`config.mk`:
```
export PLATFORM = sky130hd
export DESIGN_NAME = response_frame_deframer_top
export DESIGN_NICKNAME = d
export VERILOG_FILES = /design/src/rtl/core/rfd_pkg.sv /design/src/rtl/core/response_frame_deframer_top.sv /design/src/rtl/core/rfd_in_reg.sv /design/src/rtl/core/rfd_parser.sv
export SDC_FILE = /design/constraint.sdc
export NUM_CORES = 1
export LEC_CHECK = 0
export ABC_AREA = 1
export BUFFER_PORTS_ARGS = -buffer_cell sky130_fd_sc_hd__buf_4
export CORE_MARGIN = 2
export CORE_UTILIZATION = 50
export DETAILED_ROUTE_END_ITERATION = 10
export MAX_ROUTING_LAYER = met4
export PLACE_DENSITY = 0.82
export RECOVER_POWER = 50
export SYNTH_ARGS = -nofsm -noshare
export SYNTH_HDL_FRONTEND = slang
export SYNTH_SLANG_ARGS = --single-unit
```
`constraint.sdc`:
```
create_clock -name clk_i -period 3.45 [get_ports clk_i]
set_input_delay 0.1725 -clock clk_i [delete_from_list [all_inputs] [get_ports clk_i]]
set_output_delay 0.1725 -clock clk_i [all_outputs]
set_load 0.02 [all_outputs]
```
`src/rtl/core/rfd_pkg.sv`:
```
// shared types and constants for the response frame deframer
`default_nettype none

package rfd_pkg;

  // framing and command codes
  localparam logic [7:0] START_BYTE = 8'hCA;
  localparam logic [7:0] CMD_COUNT  = 8'h65;
  localparam logic [7:0] CMD_INFO   = 8'h69;
  localparam logic [7:0] CMD_ACK    = 8'h60;
  localparam logic [7:0] CMD_METER  = 8'h68;

  // fixed capture offsets inside a frame
  localparam logic [16:0] OFF_LEN_LO  = 17'd1;
  localparam logic [16:0] OFF_COMMAND = 17'd4;
  localparam logic [16:0] OFF_ID_HI   = 17'd6;
  localparam logic [16:0] OFF_ID_LO   = 17'd7;
  localparam logic [16:0] OFF_PAR_HI  = 17'd8;
  localparam logic [16:0] OFF_PAR_LO  = 17'd9;
  localparam logic [16:0] OFF_STATUS  = 17'd26;

  // frame classification reported on the last word
  typedef enum logic [2:0] {
    KIND_OTHER = 3'd0,
    KIND_COUNT = 3'd1,
    KIND_INFO  = 3'd2,
    KIND_ACK   = 3'd3,
    KIND_METER = 3'd4
  } kind_e;

  // parser phase, one-hot
  typedef enum logic [2:0] {
    PH_IDLE = 3'b001,
    PH_HDR  = 3'b010,
    PH_BODY = 3'b100
  } phase_e;

  // one decoded output word
  typedef struct packed {
    logic [7:0]  frame_byte;
    logic [16:0] byte_offset;
    logic [15:0] payload_len;
    logic [7:0]  command;
    logic        is_last;
    kind_e       frame_kind;
    logic [15:0] node_count;
    logic [15:0] node_id;
    logic [15:0] uplink_id;
    logic [7:0]  link_status;
  } result_t;

  // handshake between input register and parser
  typedef struct packed {
    logic       valid;
    logic [7:0] rx_byte;
  } in_word_t;

endpackage

`default_nettype wire

```
`src/rtl/core/response_frame_deframer_top.sv`:
```
// top level of the response frame deframer
//
// Input stream: one received serial byte per word on s_axis. Bytes outside a
// frame are dropped until a 0xCA start byte; every frame byte (start byte,
// length, payload, checksum) leaves on m_axis with its offset, the length,
// the command and the captured node fields. tlast marks the checksum byte,
// tuser carries the frame kind on that word and is zero elsewhere.
// Path: a byte leaves m_axis through the input register, then the output
// register, with the decode done between the two.
// Throughput: one word per cycle, sustained while m_axis_tready is high; the
// parser state advances once per byte, so bytes may follow back to back.
// Reset: the parser returns to hunting for a start byte, the stored node count
// and all captures clear, both registers are emptied.
// Stall: while m_axis is held, the output word stays put; the input register
// still takes one more byte, and dropped bytes keep draining since they make
// no output word. Back-pressure reaches s_axis_tready after that.
`default_nettype none

module response_frame_deframer_top (
  input  wire logic         clk_i,
  input  wire logic         rst_ni,
  // input stream, tdata: rx_byte[7:0]
  input  wire logic         s_axis_tvalid,
  output logic              s_axis_tready,
  input  wire logic [7:0]   s_axis_tdata,
  // output stream, tdata: frame_byte[7:0], byte_offset[24:8],
  // payload_len[40:25], command[48:41], node_count[64:49], node_id[80:65],
  // uplink_id[96:81], link_status[104:97], zero fill[111:105]
  output logic              m_axis_tvalid,
  input  wire logic         m_axis_tready,
  output logic [111:0]      m_axis_tdata,
  output logic              m_axis_tlast,
  // tuser: frame_kind[2:0]
  output logic [2:0]        m_axis_tuser
);

  rfd_pkg::in_word_t in_word;
  rfd_pkg::result_t  res;
  rfd_pkg::result_t  res_q;
  logic              res_valid;
  logic              step;
  logic              out_valid_q;
  logic              out_valid_d;

  // the held byte moves on unless it makes a word and the output is blocked
  assign step = in_word.valid && (!res_valid || !out_valid_q || m_axis_tready);

  rfd_in_reg u_in_reg (
    .clk_i     (clk_i),
    .rst_ni    (rst_ni),
    .s_valid_i (s_axis_tvalid),
    .s_ready_o (s_axis_tready),
    .s_byte_i  (s_axis_tdata),
    .take_i    (step),
    .word_o    (in_word)
  );

  rfd_parser u_parser (
    .clk_i       (clk_i),
    .rst_ni      (rst_ni),
    .word_i      (in_word),
    .step_i      (step),
    .res_valid_o (res_valid),
    .res_o       (res)
  );

  // output register control
  always_comb begin
    out_valid_d = out_valid_q;
    if (step && res_valid) begin
      out_valid_d = 1'b1;
    end else if (m_axis_tready) begin
      out_valid_d = 1'b0;
    end
  end

  always_ff @(posedge clk_i or negedge rst_ni) begin
    if (!rst_ni) begin
      out_valid_q <= 1'b0;
    end else begin
      out_valid_q <= out_valid_d;
    end
  end

  // output register payload
  always_ff @(posedge clk_i) begin
    if (step && res_valid) begin
      res_q <= res;
    end
  end

  assign m_axis_tvalid = out_valid_q;
  assign m_axis_tlast  = res_q.is_last;
  assign m_axis_tuser  = res_q.frame_kind;
  assign m_axis_tdata  = {7'd0, res_q.link_status, res_q.uplink_id, res_q.node_id,
                          res_q.node_count, res_q.command, res_q.payload_len,
                          res_q.byte_offset, res_q.frame_byte};

  // kind is only reported on the closing word
  a_kind_on_last: assert property (@(posedge clk_i) disable iff (!rst_ni)
    m_axis_tvalid && !m_axis_tlast |-> m_axis_tuser == rfd_pkg::KIND_OTHER)
    else $error("frame kind set on a word that is not last");

  // node info fields only appear on node info frames
  a_info_only: assert property (@(posedge clk_i) disable iff (!rst_ni)
    m_axis_tvalid && m_axis_tuser != rfd_pkg::KIND_INFO
      |-> res_q.node_id == '0 && res_q.uplink_id == '0 && res_q.link_status == '0)
    else $error("node info fields set outside a node info frame");

  // offset zero is always the start byte
  a_start_word: assert property (@(posedge clk_i) disable iff (!rst_ni)
    m_axis_tvalid && res_q.byte_offset == '0 |-> res_q.frame_byte == rfd_pkg::START_BYTE)
    else $error("offset zero word is not a start byte");

  // input side only stalls with a byte held
  a_ready_held: assert property (@(posedge clk_i) disable iff (!rst_ni)
    !s_axis_tready |-> in_word.valid && out_valid_q && !m_axis_tready)
    else $error("input stalled without a blocked byte");

endmodule

`default_nettype wire

```
`src/rtl/core/rfd_in_reg.sv`:
```
// input register stage of the response frame deframer
`default_nettype none

module rfd_in_reg (
  input  wire logic             clk_i,
  input  wire logic             rst_ni,
  input  wire logic             s_valid_i,
  output logic                  s_ready_o,
  input  wire logic [7:0]       s_byte_i,
  input  wire logic             take_i,
  output rfd_pkg::in_word_t     word_o
);

  logic       valid_q;
  logic       valid_d;
  logic [7:0] byte_q;

  // free when empty or when the held word moves on this cycle
  assign s_ready_o = !valid_q || take_i;

  always_comb begin
    valid_d = valid_q;
    if (s_valid_i && s_ready_o) begin
      valid_d = 1'b1;
    end else if (take_i) begin
      valid_d = 1'b0;
    end
  end

  // control
  always_ff @(posedge clk_i or negedge rst_ni) begin
    if (!rst_ni) begin
      valid_q <= 1'b0;
    end else begin
      valid_q <= valid_d;
    end
  end

  // payload
  always_ff @(posedge clk_i) begin
    if (s_valid_i && s_ready_o) begin
      byte_q <= s_byte_i;
    end
  end

  assign word_o.valid   = valid_q;
  assign word_o.rx_byte = byte_q;

endmodule

`default_nettype wire

```
`src/rtl/core/rfd_parser.sv`:
```
// frame state, field captures and word decode of the response frame deframer
`default_nettype none

module rfd_parser (
  input  wire logic              clk_i,
  input  wire logic              rst_ni,
  input  wire rfd_pkg::in_word_t word_i,
  input  wire logic              step_i,
  output logic                   res_valid_o,
  output rfd_pkg::result_t       res_o
);

  rfd_pkg::phase_e phase_q, phase_d;
  logic [16:0] offset_q, offset_d;
  logic [15:0] len_q, len_d;
  logic [16:0] body_q, body_d;
  logic [7:0]  cmd_q, cmd_d;
  logic [15:0] count_q, count_d;
  logic [15:0] w67_q, w67_d;
  logic [15:0] w89_q, w89_d;
  logic [7:0]  status_q, status_d;

  logic [7:0]  b;
  logic [16:0] len_plus1;

  assign b         = word_i.rx_byte;
  assign len_plus1 = {1'b0, len_q} + 17'd1;

  // next state and decoded word
  always_comb begin
    phase_d  = phase_q;
    offset_d = offset_q;
    len_d    = len_q;
    body_d   = body_q;
    cmd_d    = cmd_q;
    count_d  = count_q;
    w67_d    = w67_q;
    w89_d    = w89_q;
    status_d = status_q;
    res_valid_o = 1'b0;
    res_o = '0;
    res_o.frame_byte = b;
    res_o.frame_kind = rfd_pkg::KIND_OTHER;

    unique case (phase_q)
      rfd_pkg::PH_IDLE: begin
        if (b == rfd_pkg::START_BYTE) begin
          res_valid_o = 1'b1;
          len_d    = '0;
          body_d   = '0;
          cmd_d    = '0;
          w67_d    = '0;
          w89_d    = '0;
          status_d = '0;
          offset_d = 17'd1;
          phase_d  = rfd_pkg::PH_HDR;
        end
      end
      rfd_pkg::PH_HDR: begin
        res_valid_o = 1'b1;
        if (offset_q == rfd_pkg::OFF_LEN_LO) begin
          len_d = {8'd0, b};
        end else begin
          len_d   = {b, len_q[7:0]};
          phase_d = rfd_pkg::PH_BODY;
        end
        offset_d = offset_q + 17'd1;
      end
      rfd_pkg::PH_BODY: begin
        res_valid_o = 1'b1;
        // fixed-offset captures
        if (offset_q == rfd_pkg::OFF_COMMAND) cmd_d = b;
        if (offset_q == rfd_pkg::OFF_ID_HI)   w67_d = {b, w67_q[7:0]};
        if (offset_q == rfd_pkg::OFF_ID_LO)   w67_d = {w67_q[15:8], b};
        if (offset_q == rfd_pkg::OFF_PAR_HI)  w89_d = {b, w89_q[7:0]};
        if (offset_q == rfd_pkg::OFF_PAR_LO)  w89_d = {w89_q[15:8], b};
        if (offset_q == rfd_pkg::OFF_STATUS)  status_d = b;
        body_d   = body_q + 17'd1;
        offset_d = offset_q + 17'd1;
        // checksum byte closes the frame
        if (body_d == len_plus1) begin
          res_o.is_last = 1'b1;
          phase_d = rfd_pkg::PH_IDLE;
          priority if (cmd_d == rfd_pkg::CMD_COUNT) begin
            res_o.frame_kind = rfd_pkg::KIND_COUNT;
            count_d = {w89_d[7:0], w89_d[15:8]};
          end else if (cmd_d == rfd_pkg::CMD_INFO) begin
            res_o.frame_kind  = rfd_pkg::KIND_INFO;
            res_o.node_id     = w67_d;
            res_o.uplink_id   = w89_d;
            res_o.link_status = status_d;
          end else if (cmd_d == rfd_pkg::CMD_ACK) begin
            res_o.frame_kind = rfd_pkg::KIND_ACK;
          end else if (cmd_d == rfd_pkg::CMD_METER) begin
            res_o.frame_kind = rfd_pkg::KIND_METER;
          end else begin
            res_o.frame_kind = rfd_pkg::KIND_OTHER;
          end
        end
      end
      default: begin
        phase_d = rfd_pkg::PH_IDLE;
      end
    endcase

    // a word only comes from a held byte
    res_valid_o = res_valid_o && word_i.valid;

    res_o.byte_offset = (phase_q == rfd_pkg::PH_IDLE) ? 17'd0 : offset_q;
    res_o.payload_len = len_d;
    res_o.command     = cmd_d;
    res_o.node_count  = count_d;
  end

  // state update once per consumed word
  always_ff @(posedge clk_i or negedge rst_ni) begin
    if (!rst_ni) begin
      phase_q  <= rfd_pkg::PH_IDLE;
      offset_q <= '0;
      len_q    <= '0;
      body_q   <= '0;
      cmd_q    <= '0;
      count_q  <= '0;
      w67_q    <= '0;
      w89_q    <= '0;
      status_q <= '0;
    end else if (step_i) begin
      phase_q  <= phase_d;
      offset_q <= offset_d;
      len_q    <= len_d;
      body_q   <= body_d;
      cmd_q    <= cmd_d;
      count_q  <= count_d;
      w67_q    <= w67_d;
      w89_q    <= w89_d;
      status_q <= status_d;
    end
  end

endmodule

`default_nettype wire
```
==> flow_summary_export.csv <==
group,metric,value,unit
timing,finalSetupTns,0,ps
setup_path,start_kind,"register",
logic_synthesis,ys_top_cells_by_area,"sky130_fd_sc_hd__edfxtp_1 29%, sky130_fd_sc_hd__dfrtp_1 25%, sky130_fd_sc_hd__nand2_1 14%, sky130_fd_sc_hd__inv_1 6.4%, sky130_fd_sc_hd__nand3_1 4.4%",
logic_synthesis,yosys.area_share.adder,0.623,%
detailed_routing,postRouteWirelength,30400,um
logic_synthesis,combinational_family_with_the_most_area_after_synthesis,"simple AND/OR/NAND/NOR gates",
detailed_routing,antenna_violating_nets_left,0,
finish,num-nets-final,1609,
timing,report.final.hold_viol_count,0,
cts,clk-insertion-delay-late,510,ps
detailed_routing,detail_route.vias_per_cell,5.39,
floorplanning,die_height,159,um
grt,globalRoute.totalOverflow,0,
timing,fin_worst_skew,16.0,ps
timing,finalWorstSetupSlack,269,ps
setup_path,crit_fanout,26,
setup_path,end_kind,"register",
logic_synthesis,edff_count_synth,117,
setup_path,critPathRequiredTime,3640,ps
logic_synthesis,post_synthesis_compound_gate_area_fraction,8.22,%
detailed_routing,drt_first_pass_iters,6,
floorplanning,total_die_area,25400,um2
cts,htree_num_levels,1,
logic_synthesis,synth_flop_cell,"sky130_fd_sc_hd__dfrtp_1",
setup_path,worstSetupStartpoint,"u_parser.phase_q[0]",
finish,mostFrequentLayoutCells,"447 x sky130_fd_sc_hd__nand2_1, 205 x sky130_fd_sc_hd__inv_1, 118 x sky130_fd_sc_hd__dfrtp_1",
logic_synthesis,postSynthAreaPerCell,8.29,um2
logic_synthesis,synth_seq_cells,236,
cts,numClockSinks,236,
logic_synthesis,muxShareOfSynthArea,0,%
detailed_routing,vias,10400,
run_status,violations,"max-capacitance violations, max-slew violations",
logic_synthesis,netlist_instances,1453,
run,drv_cap,1,
floorplanning,top_level_ports,130,
floorplanning,die-width,159,um
timing,fmax,314,MHz
power_and_ir_drop,powerDensity,772,nW/um2
grt,first_global_vias,9807,
timing,timing_max_transition_violations_final,67,
timing,fin_crit_sh,92.2,%
detailed_routing,drc_errors,0,
floorplanning,core.rowCount,56,
grt,grt_max_degree,78,
setup_path,worst-endpoint-arrival,3370,ps
timing,setup_repair_after_global_routing_missed_its_margin,"no",
detailed_routing,detail_route.iter0.violations,1014,
grt,grtUsageTotal,24.0,%
placement,dpl_worst_slack,506,ps
floorplanning,start_util,51.2,%
logic_synthesis,ys_seq_area_share,53.9,%
power_and_ir_drop,report.power.total,10.6,mW
finish,final_design_area_no_fill,13800,um2
placement,place.gp.congestion,0.938,
cts,number_of_gates_resized_after_cts,0,
floorplanning,core,23500,um2
setup_path,regToRegStartpoint,"u_parser.phase_q[0]",
cts,cts_made_buffers,25,
logic_synthesis,synth-warning-count,0,
run_status,outcome,"complete, but fails checks",
logic_synthesis,synthDominantAreaCellType,"sky130_fd_sc_hd__edfxtp_1",
timing,timing_worst_slew_pin_value,1790,ps
finish,layout.cells.most_common,"sky130_fd_sc_hd__nand2_1",
timing,final.min_clock_period,3180,ps
placement,dpl.hpwl,21100,um
finish,drive_above_1_share,8.83,%
timing,slew_headroom,-19.1,%
cts,ctsLongestPathBuffers,3,
grt,grt_first_pass_wirelength,48400,um
finish,layout-area-overhead-vs-synth,14.4,%
logic_synthesis,synth_top_cell_area_share,29.2,%
setup_path,crit_type,"reg -> reg",
power_and_ir_drop,cellLeakagePower,6.16,nW
logic_synthesis,synth.distinct_cells,42,
cts,clk_transition_reported_paths,60,ps
placement,number_of_input_and_output_port_buffers_inserted,122,
power_and_ir_drop,maximum_resistive_drop_on_vdd,0.000446,V
timing,final_setup_vio_count,0,
finish,n_diodes,0,
worst_hold_path,worstHoldPathType,"in -> reg",
logic_synthesis,fraction_of_the_mapped_netlist_area_in_simple_logic_gates,27.7,%
detailed_routing,wl_per_cell,15.8,um
cts,ctsRootBufferMaster,"sky130_fd_sc_hd__clkbuf_16",
logic_synthesis,syn-cell-area,12100,um2
logic_synthesis,postSynth.asyncResetShare,50.4,%
placement,placement.cell_area,13300,um2
grt,antenna_found_initial,0,
worst_hold_path,hold_path_startpoint,"s_axis_tdata[3]",
logic_synthesis,yosys.area_share.xor_xnor,0.436,%
cts,tritoncts,"done",
==> timing repair <==
item                                    4_1_cts  5_1_grt
hold buffers                                 11        0
endpoints found under the setup margin        0        0
buffers inserted                              0        0
hold endpoints to repair                     74        0
==> sequential cells by signal, indices dropped and copies added (netlist names), 3 cells and up <==
signal and cells:
m_axis_tuser 3, u_parser.w67_q 16, u_parser.body_q 17, m_axis_tdata 105, u_parser.status_q 8, u_parser.count_q 16
u_parser.phase_q 3, u_parser.w89_q 16, u_in_reg.byte_q 8, u_parser.len_q 16, u_parser.cmd_q 8, u_parser.offset_q 17
==> routing by layer <==
metal / global-route usage (%) / wire (um) / vias to the layer above
li1: - / - / 4943
met1: 29.9 / 11900 / 4877
met2: 38.6 / 14500 / 487
met3: 4.71 / 2810 / 79
met4: 10.3 / 1220 / 0
met5: - / 0 / -
==> cells in the mapped netlist (2+ instances only) <==
library cell,n
sky130_fd_sc_hd__inv_1,205
sky130_fd_sc_hd__o21ai_2,2
sky130_fd_sc_hd__buf_4,10
sky130_fd_sc_hd__nor2_1,107
sky130_fd_sc_hd__nand2_4,3
sky130_fd_sc_hd__xor2_1,4
sky130_fd_sc_hd__nand3_1,107
sky130_fd_sc_hd__a21oi_1,27
sky130_fd_sc_hd__nor2_2,27
sky130_fd_sc_hd__dfrtp_1,118
sky130_fd_sc_hd__nand4_1,25
sky130_fd_sc_hd__nor2_4,16
sky130_fd_sc_hd__o22ai_1,50
sky130_fd_sc_hd__edfxtp_1,117
sky130_fd_sc_hd__and2_1,3
sky130_fd_sc_hd__nor3_1,8
sky130_fd_sc_hd__ha_1,6
sky130_fd_sc_hd__clkbuf_1,19
sky130_fd_sc_hd__nor4_1,2
sky130_fd_sc_hd__o21ai_1,8
sky130_fd_sc_hd__buf_6,6
sky130_fd_sc_hd__buf_2,14
sky130_fd_sc_hd__inv_2,7
sky130_fd_sc_hd__xnor2_1,2
sky130_fd_sc_hd__o21ai_0,88
sky130_fd_sc_hd__nand2_1,447
sky130_fd_sc_hd__o21a_1,4
sky130_fd_sc_hd__nand2_2,6
sky130_fd_sc_hd__or2_2,2
==> where the power goes <==
group          total, mW  internal (mW)  switching [mW]
Clock               2.64           1.53            1.11
Sequential          4.22           3.81           0.408
Combinational       3.78           1.02            2.76
==> layout make-up <==
| class | count | area, um2 |
|---|---|---|
| fill | 2075 | 9760 |
| sequential | 236 | 6490 |
| multi-input combinational | 959 | 4480 |
| inverter | 214 | 805 |
| timing repair buffer | 155 | 795 |
| clock buffer | 30 | 664 |
| tap | 319 | 399 |
| clock inverter | 15 | 145 |
==> metrics by stage <==
step / cells / hold slack [ps] / util (%)
after floorplan: 1459 / -123 / -
after global placement: 1872 / 347 / 56.5
after detailed placement: 1872 / 352 / 56.5
after CTS: 1928 / 355 / 60.4
after global routing: 1928 / 395 / 58.6
final: 1928 / 408 / 58.6
==> critical path, stage by stage (launching register included) <==
cell and delay [ps]:
sky130_fd_sc_hd__dfstp_1 540, sky130_fd_sc_hd__nor2_1 60, sky130_fd_sc_hd__nand2_1 130, sky130_fd_sc_hd__nand2_1 220, sky130_fd_sc_hd__inv_1 270, sky130_fd_sc_hd__nand2_1 100, sky130_fd_sc_hd__nand4_1 210, sky130_fd_sc_hd__nand2_2 210
sky130_fd_sc_hd__nor2_1 470, sky130_fd_sc_hd__buf_4 360, sky130_fd_sc_hd__buf_4 290
==> path summary, 6_finish.rpt <==
check                      cells past startpoint  slack (ps)                    to
hold / removal                                 2         410    u_in_reg.byte_q[3]
setup reg to reg                              10         270       m_axis_tdata[4]
setup / recovery                              10         270       m_axis_tdata[4]
max in group asynchronous                      3         610  u_parser.status_q[1]
min in group asynchronous                      2         660    u_parser.body_q[7]
hold reg to reg                                2         490     u_parser.w89_q[9]
==> cell families after synthesis <==
group / after synthesis
other: 1
and+or+nand+nor: 759
adders and majority gates: 6
DFF: 236
xor gates and xnor gates: 6
buffers and inverters: 264
AOI/OAI and AO/OA: 181
Power figures use the tool's default switching activity.
